File: src/hdl/swr_pkg.sv
`timescale 1ns / 1ps
`default_nettype none

package swr_pkg;

    // Bytes held by one 64-bit word register.
    localparam int REG_BYTES    = 8;
    localparam int IDX_W        = $clog2(REG_BYTES);
    // Counts run from 0 to REG_BYTES inclusive.
    localparam int CNT_W        = 4;
    localparam int CFG_IDX_W    = 8;
    localparam int CFG_DATA_W   = 64;

    // Defaults for the top-level parameters.
    localparam int MAX_WORD_DEF = 8;
    localparam int QUEUE_DEF    = 2;

    // Configuration register indexes.
    localparam logic [CFG_IDX_W-1:0] REG_SEARCH_LEN  = CFG_IDX_W'(0);
    localparam logic [CFG_IDX_W-1:0] REG_SEARCH_WORD = CFG_IDX_W'(1);
    localparam logic [CFG_IDX_W-1:0] REG_REPLACE_LEN = CFG_IDX_W'(2);
    localparam logic [CFG_IDX_W-1:0] REG_REPLACE_WORD = CFG_IDX_W'(3);

    typedef logic [REG_BYTES-1:0][7:0] t_bytes;

    // One emit job handed from the front to the back: the first count
    // bytes are sent in order; fin marks the end of the string.
    typedef struct packed {
        t_bytes             bytes;
        logic [CNT_W-1:0]   count;
        logic               fin;
    } t_job;

endpackage

`default_nettype wire

File: src/hdl/swr_front.sv
`timescale 1ns / 1ps
`default_nettype none

module swr_front
    import swr_pkg::*;
#(
    parameter int MAX_WORD = MAX_WORD_DEF
) (
    input  wire logic                   i_clk,
    input  wire logic                   i_rst_n,
    input  wire logic                   i_valid,
    output logic                        o_ready,
    input  wire logic [7:0]             i_in_byte,
    input  wire logic                   i_in_final,
    input  wire logic                   i_cfg_valid,
    output logic                        o_cfg_ready,
    input  wire logic [CFG_IDX_W-1:0]   i_cfg_index,
    input  wire logic [CFG_DATA_W-1:0]  i_cfg_data,
    output logic                        o_push,
    output t_job                        o_job,
    input  wire logic                   i_full
);

    localparam int CAP = (MAX_WORD < REG_BYTES) ? MAX_WORD : REG_BYTES;
    localparam logic [CNT_W-1:0] CAP_CNT = CNT_W'(CAP);

    localparam logic ST_IDLE = 1'b0;
    localparam logic ST_EVAL = 1'b1;

    logic                   r_state;
    logic [3:0]             r_slen_raw;
    logic [63:0]            r_sword;
    logic [3:0]             r_rlen_raw;
    logic [63:0]            r_rword;
    logic [7:0]             r_pend [CAP];
    logic [CNT_W-1:0]       r_count;
    logic                   r_fin;

    logic [7:0]             n_pend [CAP];
    logic [CNT_W-1:0]       n_count;
    logic [CNT_W-1:0]       slen;
    logic [CNT_W-1:0]       rlen;
    logic [CAP:0]           ok;
    logic [CNT_W-1:0]       sh;
    logic                   full_match;
    logic                   need_push;
    logic                   eval_go;
    logic                   accept;
    logic                   cfg_clear;
    t_job                   job;

    assign o_cfg_ready = 1'b1;
    assign o_ready     = (r_state == ST_IDLE);
    assign accept      = i_valid && o_ready;

    // A new search length or search word drops the held bytes.
    assign cfg_clear   = i_cfg_valid && o_cfg_ready &&
                         ((i_cfg_index == REG_SEARCH_LEN) || (i_cfg_index == REG_SEARCH_WORD));

    // Effective lengths: search length at least one, both capped.
    always_comb begin
        slen = r_slen_raw;
        if (slen == '0) begin
            slen = CNT_W'(1);
        end
        if (slen > CAP_CNT) begin
            slen = CAP_CNT;
        end
        rlen = r_rlen_raw;
        if (rlen > CAP_CNT) begin
            rlen = CAP_CNT;
        end
    end

    // For each drop amount s, check that the pending bytes from s on still
    // form a prefix of the search word. Dropping everything always works.
    always_comb begin
        ok = '1;
        for (int s = 0; s < CAP; s++) begin
            for (int j = 0; j < CAP - s; j++) begin
                if ((CNT_W'(s + j) < r_count) && (r_pend[s + j] != r_sword[8*j +: 8])) begin
                    ok[s] = 1'b0;
                end
            end
        end
    end

    // Smallest drop amount that leaves a valid prefix.
    always_comb begin
        sh = CAP_CNT;
        for (int s = CAP; s >= 0; s--) begin
            if (ok[s]) begin
                sh = CNT_W'(s);
            end
        end
    end

    // Build the emit job: either the replacement or leading pending bytes.
    always_comb begin
        full_match = (r_count == slen) && ok[0];
        job.bytes  = '0;
        if (full_match) begin
            job.bytes = t_bytes'(r_rword);
        end else begin
            for (int i = 0; i < CAP; i++) begin
                job.bytes[i] = r_pend[i];
            end
        end
        if (full_match) begin
            job.count = rlen;
        end else if (r_fin) begin
            job.count = r_count;
        end else begin
            job.count = sh;
        end
        job.fin   = r_fin;
        need_push = r_fin || (job.count != '0);
        eval_go   = (r_state == ST_EVAL) && (!need_push || !i_full);
        o_push    = (r_state == ST_EVAL) && need_push && !i_full;
        o_job     = job;
    end

    // Pending bytes after the drop, and the new fill count.
    always_comb begin
        for (int i = 0; i < CAP; i++) begin
            n_pend[i] = r_pend[i];
        end
        for (int s = 1; s < CAP; s++) begin
            if (sh == CNT_W'(s)) begin
                for (int i = 0; i < CAP - s; i++) begin
                    n_pend[i] = r_pend[i + s];
                end
            end
        end
        if (full_match || r_fin) begin
            n_count = '0;
        end else begin
            n_count = r_count - sh;
        end
    end

    // Pending byte store: append on accept, realign after evaluation.
    always_ff @(posedge i_clk) begin
        if (accept) begin
            for (int i = 0; i < CAP; i++) begin
                if (r_count == CNT_W'(i)) begin
                    r_pend[i] <= i_in_byte;
                end
            end
            r_fin <= i_in_final;
        end else if (eval_go) begin
            for (int i = 0; i < CAP; i++) begin
                r_pend[i] <= n_pend[i];
            end
        end
    end

    // Configuration registers, fill count and sequencing.
    always_ff @(posedge i_clk) begin
        if (!i_rst_n) begin
            r_state    <= ST_IDLE;
            r_slen_raw <= 4'd1;
            r_sword    <= '0;
            r_rlen_raw <= '0;
            r_rword    <= '0;
            r_count    <= '0;
        end else begin
            case (r_state)
                ST_IDLE: begin
                    if (accept) begin
                        r_state <= ST_EVAL;
                    end
                end
                ST_EVAL: begin
                    if (eval_go) begin
                        r_state <= ST_IDLE;
                    end
                end
                default: begin
                    r_state <= ST_IDLE;
                end
            endcase
            // Fill count: cleared by a search reconfiguration, else tracks the data.
            if (cfg_clear) begin
                r_count <= '0;
            end else if (accept) begin
                r_count <= r_count + CNT_W'(1);
            end else if (eval_go) begin
                r_count <= n_count;
            end
            if (i_cfg_valid) begin
                case (i_cfg_index)
                    REG_SEARCH_LEN: begin
                        r_slen_raw <= i_cfg_data[3:0];
                    end
                    REG_SEARCH_WORD: begin
                        r_sword <= i_cfg_data;
                    end
                    REG_REPLACE_LEN: begin
                        r_rlen_raw <= i_cfg_data[3:0];
                    end
                    REG_REPLACE_WORD: begin
                        r_rword <= i_cfg_data;
                    end
                    default: begin
                    end
                endcase
            end
        end
    end

endmodule

`default_nettype wire

File: src/hdl/swr_queue.sv
`timescale 1ns / 1ps
`default_nettype none

module swr_queue
    import swr_pkg::*;
#(
    parameter int DEPTH = QUEUE_DEF
) (
    input  wire logic   i_clk,
    input  wire logic   i_rst_n,
    input  wire logic   i_push,
    input  wire t_job   i_job,
    output logic        o_full,
    input  wire logic   i_pop,
    output t_job        o_job,
    output logic        o_avail
);

    localparam int PTR_W = (DEPTH > 1) ? $clog2(DEPTH) : 1;
    localparam int OCC_W = $clog2(DEPTH + 1);
    localparam logic [PTR_W-1:0] LAST_PTR = PTR_W'(DEPTH - 1);
    localparam logic [OCC_W-1:0] DEPTH_OCC = OCC_W'(DEPTH);

    t_job               r_mem [DEPTH];
    logic [PTR_W-1:0]   r_wr;
    logic [PTR_W-1:0]   r_rd;
    logic [OCC_W-1:0]   r_occ;
    logic               do_push;
    logic               do_pop;

    assign o_full  = (r_occ == DEPTH_OCC);
    assign o_avail = (r_occ != '0);
    assign o_job   = r_mem[r_rd];
    assign do_push = i_push && !o_full;
    assign do_pop  = i_pop && o_avail;

    // Job storage.
    always_ff @(posedge i_clk) begin
        if (do_push) begin
            r_mem[r_wr] <= i_job;
        end
    end

    // Pointers and occupancy.
    always_ff @(posedge i_clk) begin
        if (!i_rst_n) begin
            r_wr  <= '0;
            r_rd  <= '0;
            r_occ <= '0;
        end else begin
            if (do_push) begin
                r_wr <= (r_wr == LAST_PTR) ? '0 : r_wr + PTR_W'(1);
            end
            if (do_pop) begin
                r_rd <= (r_rd == LAST_PTR) ? '0 : r_rd + PTR_W'(1);
            end
            if (do_push && !do_pop) begin
                r_occ <= r_occ + OCC_W'(1);
            end else if (do_pop && !do_push) begin
                r_occ <= r_occ - OCC_W'(1);
            end
        end
    end

endmodule

`default_nettype wire

File: src/hdl/swr_back.sv
`timescale 1ns / 1ps
`default_nettype none

module swr_back
    import swr_pkg::*;
(
    input  wire logic   i_clk,
    input  wire logic   i_rst_n,
    input  wire t_job   i_job,
    input  wire logic   i_avail,
    output logic        o_pop,
    output logic        o_valid,
    input  wire logic   i_ready,
    output logic [7:0]  o_out_byte,
    output logic        o_out_present,
    output logic        o_run_last,
    output logic        o_string_done
);

    logic               r_busy;
    t_job               r_job;
    logic [CNT_W-1:0]   r_idx;
    logic               r_valid;
    logic [7:0]         r_byte;
    logic               r_present;
    logic               r_last;
    logic               r_done;

    logic               slot_free;
    logic               emit;
    logic               bare;
    logic               last_word;

    assign slot_free = !r_valid || i_ready;
    assign emit      = r_busy && slot_free;
    assign o_pop     = !r_busy && i_avail;
    assign bare      = (r_job.count == '0);
    assign last_word = bare || (r_idx == r_job.count - CNT_W'(1));

    assign o_valid       = r_valid;
    assign o_out_byte    = r_byte;
    assign o_out_present = r_present;
    assign o_run_last    = r_last;
    assign o_string_done = r_done;

    // Current job and output word payload.
    always_ff @(posedge i_clk) begin
        if (o_pop) begin
            r_job <= i_job;
        end
        if (emit) begin
            r_byte    <= bare ? 8'd0 : r_job.bytes[r_idx[IDX_W-1:0]];
            r_present <= !bare;
            r_last    <= last_word;
            r_done    <= last_word && r_job.fin;
        end
    end

    // Job sequencing and output valid.
    always_ff @(posedge i_clk) begin
        if (!i_rst_n) begin
            r_busy  <= 1'b0;
            r_idx   <= '0;
            r_valid <= 1'b0;
        end else begin
            if (o_pop) begin
                r_busy <= 1'b1;
                r_idx  <= '0;
            end else if (emit) begin
                if (last_word) begin
                    r_busy <= 1'b0;
                end
                r_idx <= r_idx + CNT_W'(1);
            end
            if (emit) begin
                r_valid <= 1'b1;
            end else if (i_ready) begin
                r_valid <= 1'b0;
            end
        end
    end

endmodule

`default_nettype wire

File: src/hdl/stream_word_replace_top.sv
// Streaming find-and-replace on a byte string. Each word accepted on the
// input channel is one text byte; the block replaces every non-overlapping
// occurrence of the search word (matched greedily, left to right) with the
// replacement word, which may be empty, and passes other bytes through in
// order. A byte marked final flushes the held bytes and the last result of
// the string carries string_done; a final byte with nothing to send gives a
// single end marker with out_present low. Every result that closes the work
// of one input byte carries run_last. The front takes each input byte in
// its idle state, then in its evaluate state compares the held bytes against
// the search word and queues any emit job, stalling while the queue is full;
// it takes no new byte meanwhile. The back sends one result per cycle while
// the output is not stalled, and pops each job from the queue only while it
// is idle, before its first result; a two-entry job queue absorbs bursts.
// Configuration writes are taken at any time but should only be made while
// the block is idle; writing the search length or search word discards
// held bytes.
`timescale 1ns / 1ps
`default_nettype none

module stream_word_replace_top
    import swr_pkg::*;
#(
    parameter int MAX_WORD    = MAX_WORD_DEF,
    parameter int QUEUE_DEPTH = QUEUE_DEF
) (
    input  wire logic                   i_clk,
    input  wire logic                   i_rst_n,
    input  wire logic                   i_valid,
    output logic                        o_ready,
    input  wire logic [7:0]             i_in_byte,
    input  wire logic                   i_in_final,
    output logic                        o_valid,
    input  wire logic                   i_ready,
    output logic [7:0]                  o_out_byte,
    output logic                        o_out_present,
    output logic                        o_run_last,
    output logic                        o_string_done,
    input  wire logic                   i_cfg_valid,
    output logic                        o_cfg_ready,
    input  wire logic [CFG_IDX_W-1:0]   i_cfg_index,
    input  wire logic [CFG_DATA_W-1:0]  i_cfg_data
);

    logic   push;
    t_job   push_job;
    logic   q_full;
    logic   pop;
    t_job   head_job;
    logic   q_avail;

    // Front: takes bytes, tracks the partial match and builds emit jobs.
    swr_front #(
        .MAX_WORD   (MAX_WORD)
    ) u_front (
        .i_clk       (i_clk),
        .i_rst_n     (i_rst_n),
        .i_valid     (i_valid),
        .o_ready     (o_ready),
        .i_in_byte   (i_in_byte),
        .i_in_final  (i_in_final),
        .i_cfg_valid (i_cfg_valid),
        .o_cfg_ready (o_cfg_ready),
        .i_cfg_index (i_cfg_index),
        .i_cfg_data  (i_cfg_data),
        .o_push      (push),
        .o_job       (push_job),
        .i_full      (q_full)
    );

    // Job queue between front and back.
    swr_queue #(
        .DEPTH      (QUEUE_DEPTH)
    ) u_queue (
        .i_clk      (i_clk),
        .i_rst_n    (i_rst_n),
        .i_push     (push),
        .i_job      (push_job),
        .o_full     (q_full),
        .i_pop      (pop),
        .o_job      (head_job),
        .o_avail    (q_avail)
    );

    // Back: turns each job into output words.
    swr_back u_back (
        .i_clk         (i_clk),
        .i_rst_n       (i_rst_n),
        .i_job         (head_job),
        .i_avail       (q_avail),
        .o_pop         (pop),
        .o_valid       (o_valid),
        .i_ready       (i_ready),
        .o_out_byte    (o_out_byte),
        .o_out_present (o_out_present),
        .o_run_last    (o_run_last),
        .o_string_done (o_string_done)
    );

endmodule

`default_nettype wire

File: config.mk
export PLATFORM = sky130hd
export DESIGN_NAME = stream_word_replace_top
export DESIGN_NICKNAME = d
export VERILOG_FILES = /design/src/hdl/swr_pkg.sv /design/src/hdl/swr_front.sv /design/src/hdl/swr_queue.sv /design/src/hdl/swr_back.sv /design/src/hdl/stream_word_replace_top.sv
export SDC_FILE = /design/constraint.sdc
export NUM_CORES = 1
export LEC_CHECK = 0
export ABC_CLOCK_PERIOD_IN_PS = 11510
export BUFFER_PORTS_ARGS = -buffer_cell sky130_fd_sc_hd__buf_2
export CORE_MARGIN = 4
export CORE_UTILIZATION = 65
export CTS_BUF_LIST = sky130_fd_sc_hd__clkbuf_4
export CTS_CLUSTER_DIAMETER = 120
export CTS_CLUSTER_SIZE = 8
export DETAILED_ROUTE_END_ITERATION = 8
export PLACE_DENSITY = 0.83
export SYNTH_ARGS = -nofsm -noshare
export SYNTH_HDL_FRONTEND = slang
export SYNTH_SLANG_ARGS = --single-unit
File: constraint.sdc
create_clock -name i_clk -period 11.51 [get_ports i_clk]
set_input_delay 0.5755 -clock i_clk [delete_from_list [all_inputs] [get_ports i_clk]]
set_output_delay 0.5755 -clock i_clk [all_outputs]
set_load 0.02 [all_outputs]
==> reports/qor.yml <==
routing:
  wl_per_cell_um: 30.2
  met2_length_um: 36300
  drc: 0
  vias: 18300
  drtIter0Drc: 2603
  route.met3.wl_um: 10100
  antenna_left: 0
  highest_layer: "met4"
  finalWirelength_um: 80500
  routed_via_density: 6.86
  met1_length_um: 29000
  first_pass_iters: 6
logic_synthesis:
  syn_area_per_cell_um2: 10.8
  syn_area_um2: 22800
  synthCells: 2121
  ys_warn_count: 0
  synth_ff_type: "edfxtp_1"
  synth_edf_count: 283
  async_reset_ff_share_pct: 0
  ys_types: 83
  synth_sequential_area_ratio_pct: 50.5
  synth_nets: 2217
  synth.ff_latch_count: 434
clock_network:
  cts_root_buf: "clkbuf_4"
  clk_pin_slew_ps: 100
  cts_setup_buffers: 0
  cts_tree: "built"
  clkLatencyLatePin_ps: 860
  cts_buffers: 60
  clock_sinks: 434
  clockBufferDepth: 3
  cts_htree_levels: 2
grt:
  grt_max_degree: 76
  grt-ovfl-total: 0
  grtUsageTotal_pct: 41.3
  antenna_found_initial: 4
  grt_pass1_vias: 17600
  grt_pass1_wl_um: 117000
run:
  drv_cap: 0
timing:
  finalSetupViolations: 0
  drv_slew: 0
  hold_viol: 0
  post-route-period-util_pct: 50.5
  worstMarginPinSlew_ps: 1270
  rsz0062_at_grt: "false"
  min_period_ps: 5810
  fin_setup_tns_ps: 0
  relSlewSlack_pct: 14.5
  finClkSkew_ps: 71.3
  max_freq_mhz: 172
die:
  die_x_um: 195
  std_cell_rows: 68
  initial_core_util_pct: 66.0
  ios: 100
  core_area_um2: 34500
  die_h_um: 195
  die_area_um2: 38100
setup_path:
  crit_path_max_fanout: 18
  worstSetupPathType: "reg2reg"
  crit_arrival_ps: 6340
  start_kind: "register"
  end_kind: "register"
  required_ps: 12050
final_layout:
  layout-drive-gt1-share_pct: 19.7
  layout_common_cells: "329 x nand2_1, 283 x edfxtp_1, 235 x xnor2_1"
  multiInputGateArea_um2: 10300
  final_nets: 2255
  layout_commonest_cell: "nand2_1"
  finish.instance_area_um2: 24600
  fillCellCount: 2349
  area_growth_pct: 7.84
  ff_latch_area_um2: 11500
placed_design:
  dpl-instance-area_um2: 23200
  gp_congestion: 1.10
  hpwlAfterDp_um: 55100
  io_buffers: 98
hold_path:
  hold_class: "in2reg"
outcome:
  status: "completed"
power_and_ir_drop:
  power_leakage_nw: 8.03
  vdd_drop_max_mv: 0.280
  power.density_nw_per_um2: 295
[layer usage]
metal / global-route usage [%] / vias to the layer above
li1: - / 7586
met1: 54.6 / 8880
met2: 64.6 / 1484
met3: 9.90 / 307
met4: 20.2 / 0
met5: 0 / -
[worst paths after layout]
path | start | endpoint | slack [ps] | cells past startpoint
setup / recovery | u_front.r_count[1] | u_front.r_pend[0][10] | 5700 | 12
hold / removal | i_cfg_data[1] | u_front.r_sword[1] | 40 | 3
setup reg to reg | u_front.r_count[1] | u_front.r_pend[0][10] | 5700 | 12
hold reg to reg | u_front.r_rword[16] | u_front.r_rword[16] | 460 | 2
[registers in the layout, indices dropped and copies added (netlist names)]
name / flops
u_queue.r_mem: 138
u_front.r_count: 4
u_front.r_rlen_raw: 4
u_queue.r_rd: 1
u_front.r_state: 1
u_front.r_fin: 1
u_back.o_valid: 1
u_back.r_busy: 1
u_front.r_sword: 64
u_queue.r_wr: 1
u_front.r_rword: 64
u_front.r_pend: 64
u_back.r_job: 69
u_back.o_out_present: 1
u_back.r_idx: 4
u_back.o_string_done: 1
u_queue.r_occ: 2
u_front.r_slen_raw: 4
u_back.o_out_byte: 8
u_back.o_run_last: 1
[cells in the mapped netlist (all sizes together), types with 4 or more instances]
library cell  number  area share, %
clkbuf            84            1.4
ha                 9           0.49
o221a              4           0.20
xor2              71            2.7
mux4              16            1.6
a22oi             24           0.79
o2111a             4           0.20
nand2            330            5.4
nand2b             4           0.11
nor2              57           0.97
a31oi             13           0.36
o21ai             82            1.8
inv               20           0.33
nor4              27           0.74
o211ai             6           0.20
a21boi             9           0.30
a2bb2oi            5           0.19
o221ai             8           0.31
buf              127            2.9
nor3               7           0.22
mux2             145            7.2
o311ai             4           0.15
edfxtp           283             37
a21oi            158            3.5
o2111ai            9           0.45
or3                5           0.14
o22a               4           0.15
o31ai              5           0.16
and2              13           0.36
mux2i             66            2.9
xnor2            235            9.0
nand3             16           0.41
nand4             63            1.7
o21a               4           0.14
or2                8           0.22
dfxtp            151             13
[critical path, cell delays in order (launching register included)]
cell and delay (ps):
dfxtp_1 730, inv_1 210, ha_1 320, inv_1 160, a21o_1 300, o21ai_0 260, nand3_1 420, nor3b_4 180
or2_2 360, or3_1 750, nor2_1 1040, a2bb2oi_1 150, o21ai_0 620
[stage by stage]
step           hold slack [ps]  util [%]  total power (W)  cells  setup WS, ps
4_1_cts                 0.0397      71.2          0.00707   2659          5990
5_1_grt                  -9.45      71.2          0.00746   2662          5620
6_report                  41.2      71.2          0.00725   2663          5700
3_3_place_gp               438      67.2          0.00606   2497          5990
3_5_place_dp               445      67.2          0.00610   2497          6010
2_1_floorplan              433         -          0.00497   2121          3750
[power by group]
group          total [W]  internal [W]  switching, W
Sequential       0.00276       0.00227      0.000495
Clock           0.000949      0.000403      0.000546
Combinational    0.00353       0.00133       0.00220
[area by class of cell]
cell class	instances	share of cell area [%]
sequential	434	46.9
antenna	4	0.0407
timing repair buffer	187	5.27
multi-input combinational	1455	41.9
clock inverter	3	0.102
inverter	21	0.331
clock buffer	104	3.17
tap	455	2.32
[kinds of logic (layout without fill, tap and decap cells)]
| family | count (synthesis) | after routing | synth area share (%) |
|---|---|---|---|
| and+or+nand+nor | 546 | 546 | 11.0 |
| DFF | 434 | 434 | 50.5 |
| AOI/OAI and AO/OA | 365 | 365 | 9.91 |
| xor gates and xnor gates | 306 | 306 | 11.8 |
| buffers and inverters | 232 | 315 | 4.60 |
| muxes | 227 | 227 | 11.6 |
| adders and majority gates | 10 | 10 | 0.582 |
| other | 1 | 5 | 0.0164 |
[what timing repair did]
action	in CTS	in global routing
hold buffers	55	0
gates resized for setup	0	0
hold endpoints to repair	91	0
Power figures use the tool's default switching activity.
